==> src/rtl/vau_pkg.sv <==
// Package of the vector unit: action codes, widths and beat types.
`timescale 1ns / 1ps
package vau_pkg;

    // Action codes
    localparam logic [3:0] ACT_ADD     = 4'd0;
    localparam logic [3:0] ACT_SUB     = 4'd1;
    localparam logic [3:0] ACT_SCALE   = 4'd2;
    localparam logic [3:0] ACT_DOT     = 4'd3;
    localparam logic [3:0] ACT_CROSS   = 4'd4;
    localparam logic [3:0] ACT_MAG     = 4'd5;
    localparam logic [3:0] ACT_UNIT    = 4'd6;
    localparam logic [3:0] ACT_PSCALAR = 4'd7;
    localparam logic [3:0] ACT_PROJ    = 4'd8;

    // One square-root cell per root bit, one divide cell per quotient bit
    localparam int SQ_STEPS  = 32;
    localparam int DIV_STEPS = 33;

    typedef struct packed {
        logic [3:0]         action;
        logic signed [31:0] a_x;
        logic signed [31:0] a_y;
        logic signed [31:0] a_z;
        logic signed [31:0] b_x;
        logic signed [31:0] b_y;
        logic signed [31:0] b_z;
        logic signed [31:0] scale_factor;
    } t_vau_in;

    typedef struct packed {
        logic signed [31:0] res_x;
        logic signed [31:0] res_y;
        logic signed [31:0] res_z;
        logic               overflow;
        logic               zero_length;
    } t_vau_out;

    // Per-item context that rides along the cell chains
    typedef struct packed {
        logic [3:0]       action;
        logic [2:0][31:0] res;     // finished result for non-divide actions
        logic             ovf;
        logic             zero_s;  // |A|^2 is zero
        logic [2:0]       sgn;     // sign of each divide lane
    } t_side;

    // Square-root chain data
    typedef struct packed {
        logic [63:0]      rad;     // radicand, consumed two bits per cell
        logic [63:0]      s;       // |A|^2 kept whole for the divisor
        logic [33:0]      rem;
        logic [31:0]      root;
        logic [2:0][95:0] num;     // dividends of the three lanes
        t_side            side;
    } t_sq_data;

    // Divide chain data
    typedef struct packed {
        logic [63:0]      d;
        logic [2:0][63:0] rem;
        logic [2:0][32:0] low;     // dividend bits still to shift in
        logic [2:0][32:0] quo;
        logic [2:0]       big;     // quotient does not fit in 33 bits
        t_side            side;
    } t_div_data;

endpackage

==> src/rtl/vau_div_cell.sv <==
// One divide cell: retires one quotient bit in each of three lanes.
`timescale 1ns / 1ps
module vau_div_cell (
    input  logic               i_clk,
    input  logic               i_rst_n,
    input  logic               i_en,
    input  logic               i_valid,
    input  vau_pkg::t_div_data i_data,
    output logic               o_valid,
    output vau_pkg::t_div_data o_data
);

    logic               r_valid;
    vau_pkg::t_div_data r_data;
    vau_pkg::t_div_data n_data;
    logic [64:0]        rem_sh [3];
    logic [64:0]        dvs;

    // Shift in one dividend bit per lane, subtract the divisor where it fits
    always_comb begin
        n_data = i_data;
        dvs    = {1'b0, i_data.d};
        for (int l = 0; l < 3; l++) begin
            rem_sh[l]     = {i_data.rem[l], i_data.low[l][32]};
            n_data.low[l] = {i_data.low[l][31:0], 1'b0};
            if (rem_sh[l] >= dvs) begin
                n_data.rem[l] = 64'(rem_sh[l] - dvs);
                n_data.quo[l] = {i_data.quo[l][31:0], 1'b1};
            end else begin
                n_data.rem[l] = rem_sh[l][63:0];
                n_data.quo[l] = {i_data.quo[l][31:0], 1'b0};
            end
        end
    end

    // Advance the cell
    always_ff @(posedge i_clk) begin
        if (!i_rst_n) begin
            r_valid <= 1'b0;
        end else if (i_en) begin
            r_valid <= i_valid;
        end
    end

    always_ff @(posedge i_clk) begin
        if (i_en) begin
            r_data <= n_data;
        end
    end

    assign o_valid = r_valid;
    assign o_data  = r_data;

endmodule

==> config.mk <==
export PLATFORM = sky130hd
export DESIGN_NAME = vau_div_cell
export DESIGN_NICKNAME = d
export VERILOG_FILES = /design/src/rtl/vau_pkg.sv /design/src/rtl/vau_div_cell.sv
export SDC_FILE = /design/constraint.sdc
export NUM_CORES = 1
export LEC_CHECK = 0
export CORE_AREA = 3 3 439 441
export CTS_CLUSTER_DIAMETER = 100
export DETAILED_ROUTE_END_ITERATION = 7
export DIE_AREA = 0 0 442 444
export DONT_BUFFER_PORTS = 1
export SYNTH_ARGS = -nofsm -noshare
export SYNTH_HDL_FRONTEND = slang
export SYNTH_SLANG_ARGS = --single-unit
==> constraint.sdc <==
create_clock -name i_clk -period 4.2 [get_ports i_clk]
set_input_delay 0.21 -clock i_clk [delete_from_list [all_inputs] [get_ports i_clk]]
set_output_delay 0.21 -clock i_clk [all_outputs]
set_load 0.05 [all_outputs]
== After elaboration in Yosys (flattened, before gate mapping) ==
Cells that the tools add are included.
Operators by class
  $add $sub $neg: 3
  magnitude comparators: 3
  muxes and demuxes: 6
Operator list (number)
  $ge 65x64->1: 3
  $mux 64: 3
  $sub 64x64->64: 3
  $mux 1: 3
Storage, ports and cells
  register bits after elaboration: 560
  bits of input ports: 566
  output and inout port bits: 563
  word-level logic and storage cells: 31

== Longest topological paths before layout ==
  word-level depth: 2
  gate-level depth with buffers: 17

== Worst setup path after synthesis ==
No wires, ideal clock.
  kind: in2reg
  start point: in i_data[556] (netlist bit)
  end point: reg r_data (netlist bit o_data[409]), data pin
  library setup time: 0.260 ns
  data arrival time: 2.901 ns
  required time: 3.940 ns
  path slack: 1.040 ns
  stages on the path: 15
  path through: inv_1 ha_1 buf_2 nand4_1 or4_1 or4_1 nor4_2 nand4_1 nor4_1 a2111oi_0 o21a_1 buf_6 clkinv_4 buf_6 mux2_2
RTL lines
  start: declaration: line vau_div_cell.sv:8  | input vau_pkg::t_div_data i_data,
  end signal: assignment: line vau_div_cell.sv:47  | r_data <= n_data;
  end: declaration: line vau_div_cell.sv:14  | vau_pkg::t_div_data r_data;

==> results.tsv <==
metric	value	unit
outcome	finished, final reports clean	
synth_area	0.0307	sq mm
wirelength	191000	um
swShare	38.6	%
yosysTopAreaCell	edfxtp_1	
htree_num_levels	3	
clock-root-buffer	clkbuf_16	
worstHoldPathType	in -> reg	
top_usage_layer	met2	
core	0.190	sq mm
start_util	16.2	%
cts_tree	yes	
syn_avg_cell_area	11.1	sq um
pwr-share-clk	32.8	%
clock_latency	0.66	ns
ys_types	80	
r2r_start	o_valid$_SDFFE_PN0P_	
ys_warn_count	0	
grt_max_degree	561	
fmax	0.247	GHz
hold_viol	0	
clock-sinks	560	
use_met1	16.8	%
switchingPower	0.00768	W
drc_errors	0	
combPwrFrac	18.3	%
area_growth	40.0	%
globalRouteMet2Util	36.4	%
regArea	0.0168	sq mm
synth_seq_cells	560	
p_leak	16.2	nW
grt_pass1_vias	26800	
critPathKind	in -> reg	
crit_arrival	4.50	ns
drive_gt1_share	10.4	%
nets	4218	
ios	1129	
vias_per_cell	4.46	
critPathCaptureType	register	
p_seq_share	48.9	%
numPortBuffers	0	
gp_congestion	0.984	
crit_chain	dlygate4sd3_1 -> ha_1 -> fa_1 -> nor2b_1 -> o31a_1 -> o31ai_1 -> a211oi_1 -> o211ai_1 -> a31o_2 -> o2111a_1 -> a21oi_1 -> xnor2_1 -> a21oi_2	
async_flop_share	0	%
synth_top_area_share	54.6	%
p_int	0.0122	W
dieArea	0.196	sq mm
r2r_end	o_valid$_SDFFE_PN0P_	
regToRegSetupSlack	2.65	ns
antenna_found_initial	52	
multiInputGateArea	0.0128	sq mm
die_w	442	um
max_slew_margin	23.2	%
hpwl	152000	um
wl_per_cell	31.4	um
numCtsBuffers	76	
skew	0	ns
synth_flop_cell	edfxtp_1	
synthTopCellsByArea	edfxtp_1 55%, ha_1 7.8%, a21oi_1 5.6%	
grt_overflow	0	
holdWs	0.0918	ns
drtIter0Drc	2165	
netlist_instances	2760	
crit_fanout	4	
max-clock-path-buffers	3	
maxCapViolCount	0	
met3_usage	3.90	%
grtUsageTotal	18.6	%
drt_first_pass_iters	5	
worst_slew_pin_slew	1.15	ns
cpPeakStageDelay	0.81	ns
finalSetupTns	0	ns
period_minus_slack	4.05	ns
grt_pass1_wl	246000	um
cts_setup_buffers	0	
rows	160	
min_path_cells	3	
fill_cells	20200	
final_antenna_net_count	0	
clk_pin_slew	0.06	ns
reg2reg_depth	3	
power	0.0199	W
period_share	96.5	%
vias	27100	
crit_required	4.65	ns
min_to	o_data[452]$_DFFE_PP_	
power.density	463	mW/mm^2
hold_start	i_data[451]	
rsz0062_at_grt	no	
die_h	444	um
ys_seq_area_share	54.7	%
setup_violations	0	
irDropWorstVdd	0.000249	V
crit_slowest_cell	dlygate4sd3_1	
synth_edf_count	559	
cp-start-kind	primary input	
maxSlewViolCount	0	
## kinds of logic after synthesis
logic type | Yosys count | synth area share, %
muxes | 21 | 0.761
xor gates and xnor gates | 167 | 4.76
other | 1 | 0.0122
DFF | 560 | 54.7
and+or+nand+nor | 686 | 10.3
adders and majority gates | 195 | 8.01
AOI/OAI and AO/OA | 873 | 17.9
buffers and inverters | 257 | 3.55
## stage by stage
step                      cells  utilization, %  setup slack [ns]  cell area (sq um)
after floorplan            2762               -              1.04              30700
after global placement     5327            18.3            0.0194              34700
after detailed placement   5327            18.3            0.0457              34700
after CTS                  6021            22.6             0.289              42800
after global routing       6070            22.7            0.0450              43000
final                      6081            22.7             0.148              43000
## cells in the final DEF (no fill, tap or decap), types with 18 or more instances in the layout
cell,netlist,routed
dlygate4sd3_1,0,559
edfxtp_1,559,559
a21oi_1,343,343
nor2_1,261,261
ha_1,192,192
nand2_1,170,170
buf_4,5,157
inv_1,143,143
o21ai_0,137,137
a21o_1,109,109
xnor2_1,98,98
clkbuf_16,0,77
xor2_1,69,69
nand4_1,58,58
diode_2,0,55
o21bai_1,47,47
nor3_1,36,36
nand3_1,31,31
a21oi_2,29,29
and3_1,28,28
a211oi_1,25,25
o21a_1,24,24
a31oi_1,23,23
nor2b_1,19,19
or3_1,18,18
mux2_2,18,18
## routing by layer
metal / vias to the layer above / part of all wire (%) / routed length (um)
met2: 1484 / 55 / 105000
met5: - / 0.0063 / 12
met3: 463 / 5.9 / 11300
met1: 13300 / 31 / 58800
li1: 11800 / - / -
met4: 2 / 8.3 / 15800
## flip-flops by register name (all words and copies together), names as in the netlist
name / cells
o_data: 559
o_valid: 1
## cell type report
cell class,count,share of cell area (%)
Clock buffer,83,4.53
Tap cell,2511,7.30
Clock inverter,53,1.26
Inverter,145,1.28
Timing Repair Buffer,729,16.4
Sequential cell,560,39.1
Multi-Input combinational cell,1945,29.9
Antenna cell,55,0.320
## worst max path at each step
stage	start	slack [ns]	end
finish	i_data[498]	0.15	o_data[432]$_DFFE_PP_
global route	i_data[498]	0.04	o_data[432]$_DFFE_PP_
CTS	i_data[498]	0.29	o_data[432]$_DFFE_PP_
detailed placement	i_data[526]	0.05	o_data[476]$_DFFE_PP_
global placement	i_data[529]	0.02	o_data[364]$_DFFE_PP_
floorplan	i_data[556]	1.04	o_data[409]$_DFFE_PP_
## power groups by stage
stage | Combinational [W] | Clock, W | Sequential (W)
after floorplan | 0.00194 | 0 | 0.00929
after global placement | 0.00296 | 0 | 0.00987
after detailed placement | 0.00296 | 0 | 0.00986
after CTS | 0.00351 | 0.00680 | 0.00976
after global routing | 0.00394 | 0.00701 | 0.00974
final | 0.00365 | 0.00653 | 0.00973
## synth_stat cells (47+ instances only)
cell type	n
o21ai_0	137
nand4_1	58
inv_1	143
a21oi_1	343
ha_1	192
nor2_1	261
clkbuf_1	81
a21o_1	109
xnor2_1	98
edfxtp_1	559
nand2_1	170
o21bai_1	47
xor2_1	69
## what timing repair did
item,in CTS,in global routing
resized for setup,0,0
hold endpoints to repair,868,34
hold buffers,558,2
## critical path: cells and delay by family
kind | cells | cell delay [ns]
AOI/OAI and AO/OA | 8 | 2.66
buffers and inverters | 1 | 0.81
adders and majority gates | 2 | 0.52
xor gates and xnor gates | 1 | 0.21
and+or+nand+nor | 1 | 0.07
Note: power is estimated with default switching activity, not from simulation.
