--- config.mk ---
export PLATFORM = sky130hd
export DESIGN_NAME = vau_sqrt_cell
export DESIGN_NICKNAME = d
export VERILOG_FILES = /design/src/rtl/vau_pkg.sv /design/src/rtl/vau_sqrt_cell.sv
export SDC_FILE = /design/constraint.sdc
export NUM_CORES = 1
export LEC_CHECK = 0
export BUFFER_PORTS_ARGS = -buffer_cell sky130_fd_sc_hd__buf_4
export CAP_MARGIN = 20
export CORE_AREA = 2 2 461 463
export DETAILED_ROUTE_END_ITERATION = 12
export DIE_AREA = 0 0 463 465
export MAX_ROUTING_LAYER = met4
export PLACE_DENSITY_LB_ADDON = 0.25
export SYNTH_ARGS = -nofsm -noshare
export SYNTH_HDL_FRONTEND = slang
export SYNTH_SLANG_ARGS = --single-unit
--- constraint.sdc ---
create_clock -name i_clk -period 9.24 [get_ports i_clk]
set_clock_uncertainty 0.2 [all_clocks]
set_input_delay 1.848 -clock i_clk [delete_from_list [all_inputs] [get_ports i_clk]]
set_output_delay 1.848 -clock i_clk [all_outputs]
set_load 0.01 [all_outputs]
--- src/rtl/vau_pkg.sv ---
// Package of the vector unit: action codes, widths and beat types.
`timescale 1ns / 1ps
package vau_pkg;

    // Action codes
    localparam logic [3:0] ACT_ADD     = 4'd0;
    localparam logic [3:0] ACT_SUB     = 4'd1;
    localparam logic [3:0] ACT_SCALE   = 4'd2;
    localparam logic [3:0] ACT_DOT     = 4'd3;
    localparam logic [3:0] ACT_CROSS   = 4'd4;
    localparam logic [3:0] ACT_MAG     = 4'd5;
    localparam logic [3:0] ACT_UNIT    = 4'd6;
    localparam logic [3:0] ACT_PSCALAR = 4'd7;
    localparam logic [3:0] ACT_PROJ    = 4'd8;

    // One square-root cell per root bit, one divide cell per quotient bit
    localparam int SQ_STEPS  = 32;
    localparam int DIV_STEPS = 33;

    typedef struct packed {
        logic [3:0]         action;
        logic signed [31:0] a_x;
        logic signed [31:0] a_y;
        logic signed [31:0] a_z;
        logic signed [31:0] b_x;
        logic signed [31:0] b_y;
        logic signed [31:0] b_z;
        logic signed [31:0] scale_factor;
    } t_vau_in;

    typedef struct packed {
        logic signed [31:0] res_x;
        logic signed [31:0] res_y;
        logic signed [31:0] res_z;
        logic               overflow;
        logic               zero_length;
    } t_vau_out;

    // Per-item context that rides along the cell chains
    typedef struct packed {
        logic [3:0]       action;
        logic [2:0][31:0] res;     // finished result for non-divide actions
        logic             ovf;
        logic             zero_s;  // |A|^2 is zero
        logic [2:0]       sgn;     // sign of each divide lane
    } t_side;

    // Square-root chain data
    typedef struct packed {
        logic [63:0]      rad;     // radicand, consumed two bits per cell
        logic [63:0]      s;       // |A|^2 kept whole for the divisor
        logic [33:0]      rem;
        logic [31:0]      root;
        logic [2:0][95:0] num;     // dividends of the three lanes
        t_side            side;
    } t_sq_data;

    // Divide chain data
    typedef struct packed {
        logic [63:0]      d;
        logic [2:0][63:0] rem;
        logic [2:0][32:0] low;     // dividend bits still to shift in
        logic [2:0][32:0] quo;
        logic [2:0]       big;     // quotient does not fit in 33 bits
        t_side            side;
    } t_div_data;

endpackage

--- src/rtl/vau_sqrt_cell.sv ---
// One square-root cell: retires one root bit and hands the item on.
`timescale 1ns / 1ps
module vau_sqrt_cell (
    input  logic               i_clk,
    input  logic               i_rst_n,
    input  logic               i_en,
    input  logic               i_valid,
    input  vau_pkg::t_sq_data  i_data,
    output logic               o_valid,
    output vau_pkg::t_sq_data  o_data
);

    logic              r_valid;
    vau_pkg::t_sq_data r_data;
    vau_pkg::t_sq_data n_data;
    logic [35:0]       rem_sh;
    logic [35:0]       trial;

    // Bring in the next radicand pair and try the next root bit
    always_comb begin
        n_data     = i_data;
        rem_sh     = {i_data.rem, i_data.rad[63:62]};
        trial      = {2'b00, i_data.root, 2'b01};
        n_data.rad = {i_data.rad[61:0], 2'b00};
        if (rem_sh >= trial) begin
            n_data.rem  = 34'(rem_sh - trial);
            n_data.root = {i_data.root[30:0], 1'b1};
        end else begin
            n_data.rem  = rem_sh[33:0];
            n_data.root = {i_data.root[30:0], 1'b0};
        end
    end

    // Advance the cell
    always_ff @(posedge i_clk) begin
        if (!i_rst_n) begin
            r_valid <= 1'b0;
        end else if (i_en) begin
            r_valid <= i_valid;
        end
    end

    always_ff @(posedge i_clk) begin
        if (i_en) begin
            r_data <= n_data;
        end
    end

    assign o_valid = r_valid;
    assign o_data  = r_data;

endmodule

**After elaboration in Yosys (flattened, before gate mapping)**

Cells that the tools add are included.
Widths: inputs -> output; s select.

- Order comparisons: 1
- Eq/ne operators: 0
- Add/sub/neg operators: 1
- Multipliers: 0
- Reduce and logical (&&, ||, !) cells: 0
- Multiplexer cells: 1
- Div/mod/pow operators: 0
- Shift-type cells: 0
- Bitwise operators: 0

Operators by type and width:

| cell | number |
|---|---|
| $mux 66 | 1 |
| $ge 36x34->1 | 1 |
| $sub 34x34->34 | 1 |

- Memories: 0
- ROM bits: 0
- Flip-flop bits (word level): 586
- Latch bits: 0
- Input port bits: 591
- Memory bits (writable): 0

**Depth between registers and ports, before layout**

Gate-level depths: netlist of the first run.

- Depth after elaboration: 2
- Depth in mapped cells: 13
- Depth with buffers taken out: 10

**Worst setup path before layout of the first run**

Ideal clock, no wire load.

- Kind: input-to-reg
- Start: input i_data[420] (netlist bit)
- End: register r_data, in the netlist o_data[428], data pin
- Library setup time: 0.262 ns
- Arrival: 3.968 ns
- Slack: 4.810 ns
- Stages on the path: 10
- Data required time: 8.778 ns
- Path through: inv_1 > ha_1 > a21o_1 > a21o_1 > a21o_1 > a311o_1 > a211oi_1 > o21a_1 > buf_4 > mux2_1

RTL lines:

| element | RTL line | text |
|---|---|---|
| start: declaration | vau_sqrt_cell.sv:8 | `input vau_pkg::t_sq_data i_data,` |
| end signal: assignment | vau_sqrt_cell.sv:45 | `r_data <= n_data;` |
| end: declaration | vau_sqrt_cell.sv:14 | `vau_pkg::t_sq_data r_data;` |

==> impl_metrics.toml, run 1 <==
[run_status]
status = "complete, no violations"

[floorplan]
die_w_um = 463
die_area_um2 = 215000
rows = 169
core_um2 = 211000
start_util = 0.0948
ios = 1179
die_h_um = 465

[place]
placed_cell_area_um2 = 32400
post-dp-hpwl_um = 119000
gp_congestion = 0.881
io_buffers = 1176

[worst_setup_path]
crit_buf_inv = 4
crit_required_ps = 9470
crit_top_cell = "buf_4"
critical_path.max_fanout = 35
cp_top_family = "compound AO/OA/AOI/OAI gates"
critical_path_class = "in -> reg"
critPathCaptureType = "register"
startpoint_type = "input pin"
cp.arrival_ps = 5410
crit_path_top_delay_cell = "o21a_2"
slowest_delay_ps = 580
path_cells = "buf_4 > inv_1 > ha_1 > a21o_1 > o41ai_1 > o211ai_1 > a211oi_1 > o21a_2 > buf_4 > inv_2 > mux2_1"

[global_routing]
grt_usage = 0.130
grt_pass1_wl_um = 173000
grt_pass1_vias = 15300
gr-total-overflow = 0
grt_max_degree = 132
antenna_found_initial = 108

[timing]
hold_violations = 0
slew_viol_final = 0
worst_slew_pin_slew_ps = 1030
setup-tns-final_ps = 0
finalSetupViolations = 0
rsz0062_at_grt = "false"
timing.fmax_ghz = 0.193
min_period_over_period = 0.560
min_period_ps = 5180
maxSlewHeadroom = 0.314

[drt]
routed_wl_um = 141000
drcViolationCount = 0
ant_nets = 0
post_drt_wl_per_cell_um = 27.4
dr_total_vias = 14900
drtIter0Drc = 927
routed_via_density = 2.90
drt_pass1_iterations = 5

[synthesis]
synth_top_area_cell = "edfxtp_1"
synth_edf_count = 585
synth_top_family_by_area = "compound AO/OA/AOI/OAI gates"
synthAdderAreaFrac = 0.0213
synth.area.mux_share = 0.00369
yosys-top-cells-area = "edfxtp_1 88%, ha_1 2.1%, nand2_1 0.90%"
async_flop_share = 0
synth.most_common_cell = "edfxtp_1"
yosysWarningCount = 0
syn_area_um2 = 20000
synth_commonest_cells = "585 x edfxtp_1, 48 x nand2_1, 41 x inv_1"
seq_area_frac_synth = 0.880
synth_cells = 954
yosysUniqueCellTypes = 58
synth_xor_area_frac = 0.0123
synth_ff_type = "edfxtp_1"
yosys.area_share.simple = 0.0276
syn_area_per_cell_um2 = 20.9
synth_top_area_share = 0.879
synth-compound-area-share = 0.0432
synth_seq_cells = 586

[power_and_ir_drop]
power_frac_clock = 0.434
power_switching_w = 0.00209
power_w = 0.00767
peakVddDrop_mv = 0.127
seqPwrFrac = 0.429
combPwrFrac = 0.137
power.density_nw_per_um2 = 218
intPower_w = 0.00558
switching_share = 0.273
p_leak_nw = 14.0

[clock_tree]
postCtsSetupRepairBufs = 0
clock_latency_ps = 700
cts_sinks = 586
cts_hold_buf = 0
clk_pin_slew_ps = 60
cts_tree = "done"
root_buffer = "clkbuf_16"
cts_made_buffers = 84
clock_path_buffers = 3
cts_resized = 0
htreeDepth = 3

[cells_and_area]
post-route-util = 0.167
area_growth_pct = 76.4
seq_area_um2 = 17600
final_net_count = 2835
fin_area_um2 = 35200
nFillCells = 23200
multiInputGateArea_um2 = 2170
layout-drive-gt1-share = 0.582

[flow_run]
drv_cap = 0

[hold_path]
worstHoldPathType = "reg -> reg"
worst min-delay path, cell delays in order (launching register included):
cell,delay (ps)
dfxtp_1,310
mux2i_1,120
nor2b_1,50
cells in the final DEF, fill, tap and decap left out, types with 9 or more instances in the layout:
cell	count
nor2_1	14
clkbuf_16	85
a21oi_1	26
xnor2_1	12
o21ai_0	12
ha_1	34
and3_1	9
a21o_1	21
nand2_1	48
inv_1	41
clkinv_2	14
clkbuf_1	11
edfxtp_1	585
clkinv_4	9
buf_4	1178
diode_2	24
xor2_1	16
clkinv_1	10
o21ai_1	31
registers in the layout (all words and copies together), names as in the netlist:
signal	flops
o_valid	1
o_data	585
metal layers:
metal | track usage | share of wire | up-vias
met4 | 0.0290 | 0.027 | 0
met5 | - | 0 | -
met3 | 0.0690 | 0.12 | 268
li1 | - | - | 6303
met1 | 0.145 | 0.40 | 7262
met2 | 0.202 | 0.46 | 1033
final timing paths:
path,startpoint,end,slack (ps),depth (start not counted)
setup / recovery,i_data[400],o_data[457]$_DFFE_PP_,4060,11
hold / removal,o_valid$_SDFFE_PN0P_,o_valid$_SDFFE_PN0P_,330,2
setup reg to reg,o_valid$_SDFFE_PN0P_,o_valid$_SDFFE_PN0P_,8440,2
hold reg to reg,o_valid$_SDFFE_PN0P_,o_valid$_SDFFE_PN0P_,330,2
cell type report:
cell class	count	share of cell area
inverters	42	0.00447
well taps	2821	0.100
clock buffers	96	0.0615
diodes	24	0.00170
multi-input cells	313	0.0615
clock inverters	57	0.0179
repair buffers	1183	0.254
flip-flops and latches	586	0.499
kinds of logic (layout without fill, tap and decap cells):
family	Yosys count	in the layout
and+or+nand+nor	113	113
other	1	26
DFF	586	586
muxes	7	7
adders and majority gates	34	34
AOI/OAI and AO/OA	129	129
xor gates and xnor gates	28	28
buffers and inverters	56	1378
power by group through the flow:
stage	registers [W]	clock network, W	logic (W)
3_3_place_gp	0.00334	0	0.00108
6_report	0.00329	0.00333	0.00105
3_5_place_dp	0.00334	0	0.00108
4_1_cts	0.00330	0.00353	0.00108
2_1_floorplan	0.00342	0	0.000138
5_1_grt	0.00331	0.00359	0.00113
per-stage QoR:
stage	instances	worst slack (ps)	hold WS, ps
6_report	5122	4060	331
5_1_grt	5119	3840	376
4_1_cts	5098	4070	337
3_5_place_dp	4945	3310	325
3_3_place_gp	4945	3390	316
2_1_floorplan	955	4810	338
Note: power is estimated with default switching activity, not from simulation.
==> run 2, diff against run 1 <==
Settings changed: CORE_AREA 2 2 461 463 to 2 2 464 466, DIE_AREA 0 0 463 465 to 0 0 466 468.
Clock period 9.24 ns to 4.5 ns, I/O delays scaled along.
==> impl_metrics.toml, run 2 (synthesis results as in run 1) <==
[drt]
ant_nets = 0
drtIter0Drc = 864
routed_via_density = 2.82
drt_pass1_iterations = 4
dr_total_vias = 14600
routed_wl_um = 142000
post_drt_wl_per_cell_um = 27.4
drcViolationCount = 0

[cells_and_area]
area_growth_pct = 77.1
final_common_cell = "buf_4"
layout-drive-gt1-share = 0.582
final_cell_mix = "1206 x buf_4, 585 x edfxtp_1, 83 x clkbuf_16"
largest_reg_flops = 585
final_net_count = 2864
fin_cells = 5189

[clock_tree]
clock_latency_ps = 680
postCtsSetupRepairBufs = 0
cts_hold_buf = 0
root_buffer = "clkbuf_16"
cts_tree = "done"
cts_resized = 0
cts_sinks = 586
htreeDepth = 3
clock_path_buffers = 3
cts_made_buffers = 82
clk_pin_slew_ps = 60

[floorplan]
start_util = 0.0936
die_area_um2 = 218000
die_w_um = 466
core_um2 = 213000
ios = 1179
die_h_um = 468
rows = 170

[place]
post-dp-hpwl_um = 122000
io_buffers = 1176
place_ws_ps = 262
gp_congestion = 0.828
place_inst = 4993

[worst_setup_path]
reg2reg_to = "o_valid$_SDFFE_PN0P_"
rrSetupSlack_ps = 3710
worstReg2RegStart = "o_valid$_SDFFE_PN0P_"
path_cells = "buf_4 > inv_1 > ha_1 > a21o_1 > o41ai_1 > o211ai_1 > buf_4 > a211oi_1 > o21a_2 > inv_2 > mux2_1"
slowest_delay_ps = 500
crit_path_top_delay_cell = "o21a_2"
critPathCaptureType = "register"
crit_required_ps = 4730
crit_top_cell = "buf_4"
startpoint_type = "input pin"
critical_path.max_fanout = 17
critical_path_class = "in -> reg"
cp.arrival_ps = 3680
reg2reg_depth = 2

[global_routing]
grt_max_degree = 78
grt_pass1_vias = 15100
grt_usage = 0.128
gr-total-overflow = 0
antenna_found_initial = 112
grt_pass1_wl_um = 172000

[timing]
rsz0062_at_grt = "false"
slew_viol_final = 0
worst_slew_pin_slew_ps = 733
maxSlewHeadroom = 0.512
setup-tns-final_ps = 0
finalSetupViolations = 0
hold_violations = 0
min_period_over_period = 0.766
worst_slack_ps = 1050
timing.fmax_ghz = 0.290
whs_ps = 169
min_period_ps = 3450

[hold_path]
min-delay-start = "i_data[576]"
worstHoldPathType = "in -> reg"
min_path_cells = 1
hold-path-endpoint = "o_data[578]$_DFFE_PP_"

[power_and_ir_drop]
peakVddDrop_mv = 0.266
power.density_nw_per_um2 = 437
p_leak_nw = 14.1

[run_status]
status = "complete, no violations"

[flow_run]
drv_cap = 0
==> run 2: worst max-delay path by stage <==
stage | startpoint | endpoint | slack, ps | cells after the start
6_report | i_data[400] | o_data[452]$_DFFE_PP_ | 1050 | 11
2_1_floorplan | i_data[420] | o_data[428]$_DFFE_PP_ | 1020 | 10
4_1_cts | i_data[393] | o_data[457]$_DFFE_PP_ | 1090 | 12
3_3_place_gp | i_data[393] | o_data[434]$_DFFE_PP_ | 340 | 12
5_1_grt | i_data[393] | o_data[457]$_DFFE_PP_ | 950 | 12
3_5_place_dp | i_data[393] | o_data[457]$_DFFE_PP_ | 260 | 12
==> run 2: power breakdown <==
group	total, W	internal, W	switching, W
clock	0.00650	0.00376	0.00274
combinational	0.00224	0.00102	0.00122
sequential	0.00671	0.00654	0.000174
==> run 2: through the flow <==
step | power (W) | util | cell area [µm²]
after floorplan | 0.00730 | - | 20000
after global placement | 0.00916 | 0.153 | 32700
after detailed placement | 0.00915 | 0.153 | 32700
after CTS | 0.0159 | 0.165 | 35300
after global routing | 0.0162 | 0.166 | 35400
final | 0.0155 | 0.166 | 35400
==> run 2: area by class of cell <==
| type | instances | area [µm²] |
|---|---|---|
| Fill cell | 23500 | 178000 |
| Clock inverter | 44 | 433 |
| Tap cell | 2838 | 3550 |
| Inverter | 42 | 158 |
| Sequential cell | 586 | 17600 |
| Multi-Input combinational cell | 313 | 2170 |
| Timing Repair Buffer | 1214 | 9210 |
| Antenna cell | 46 | 115 |
| Clock buffer | 106 | 2160 |
==> run 2: worst max-delay path, delay by kind of cell <==
kind                       cells  cell delay (ps)
AOI/OAI and AO/OA              5             1610
adders and majority gates      1              390
buffers and inverters          4              440
muxes                          1              340
==> run 2: routing by layer <==
metal  global-route usage  up-vias  part of all wire
met2                0.209      943              0.47
li1                     -     6403                 -
met3               0.0755      238              0.14
met1                0.133     7026              0.36
met4               0.0281        0             0.028
met5                    -        -                 0
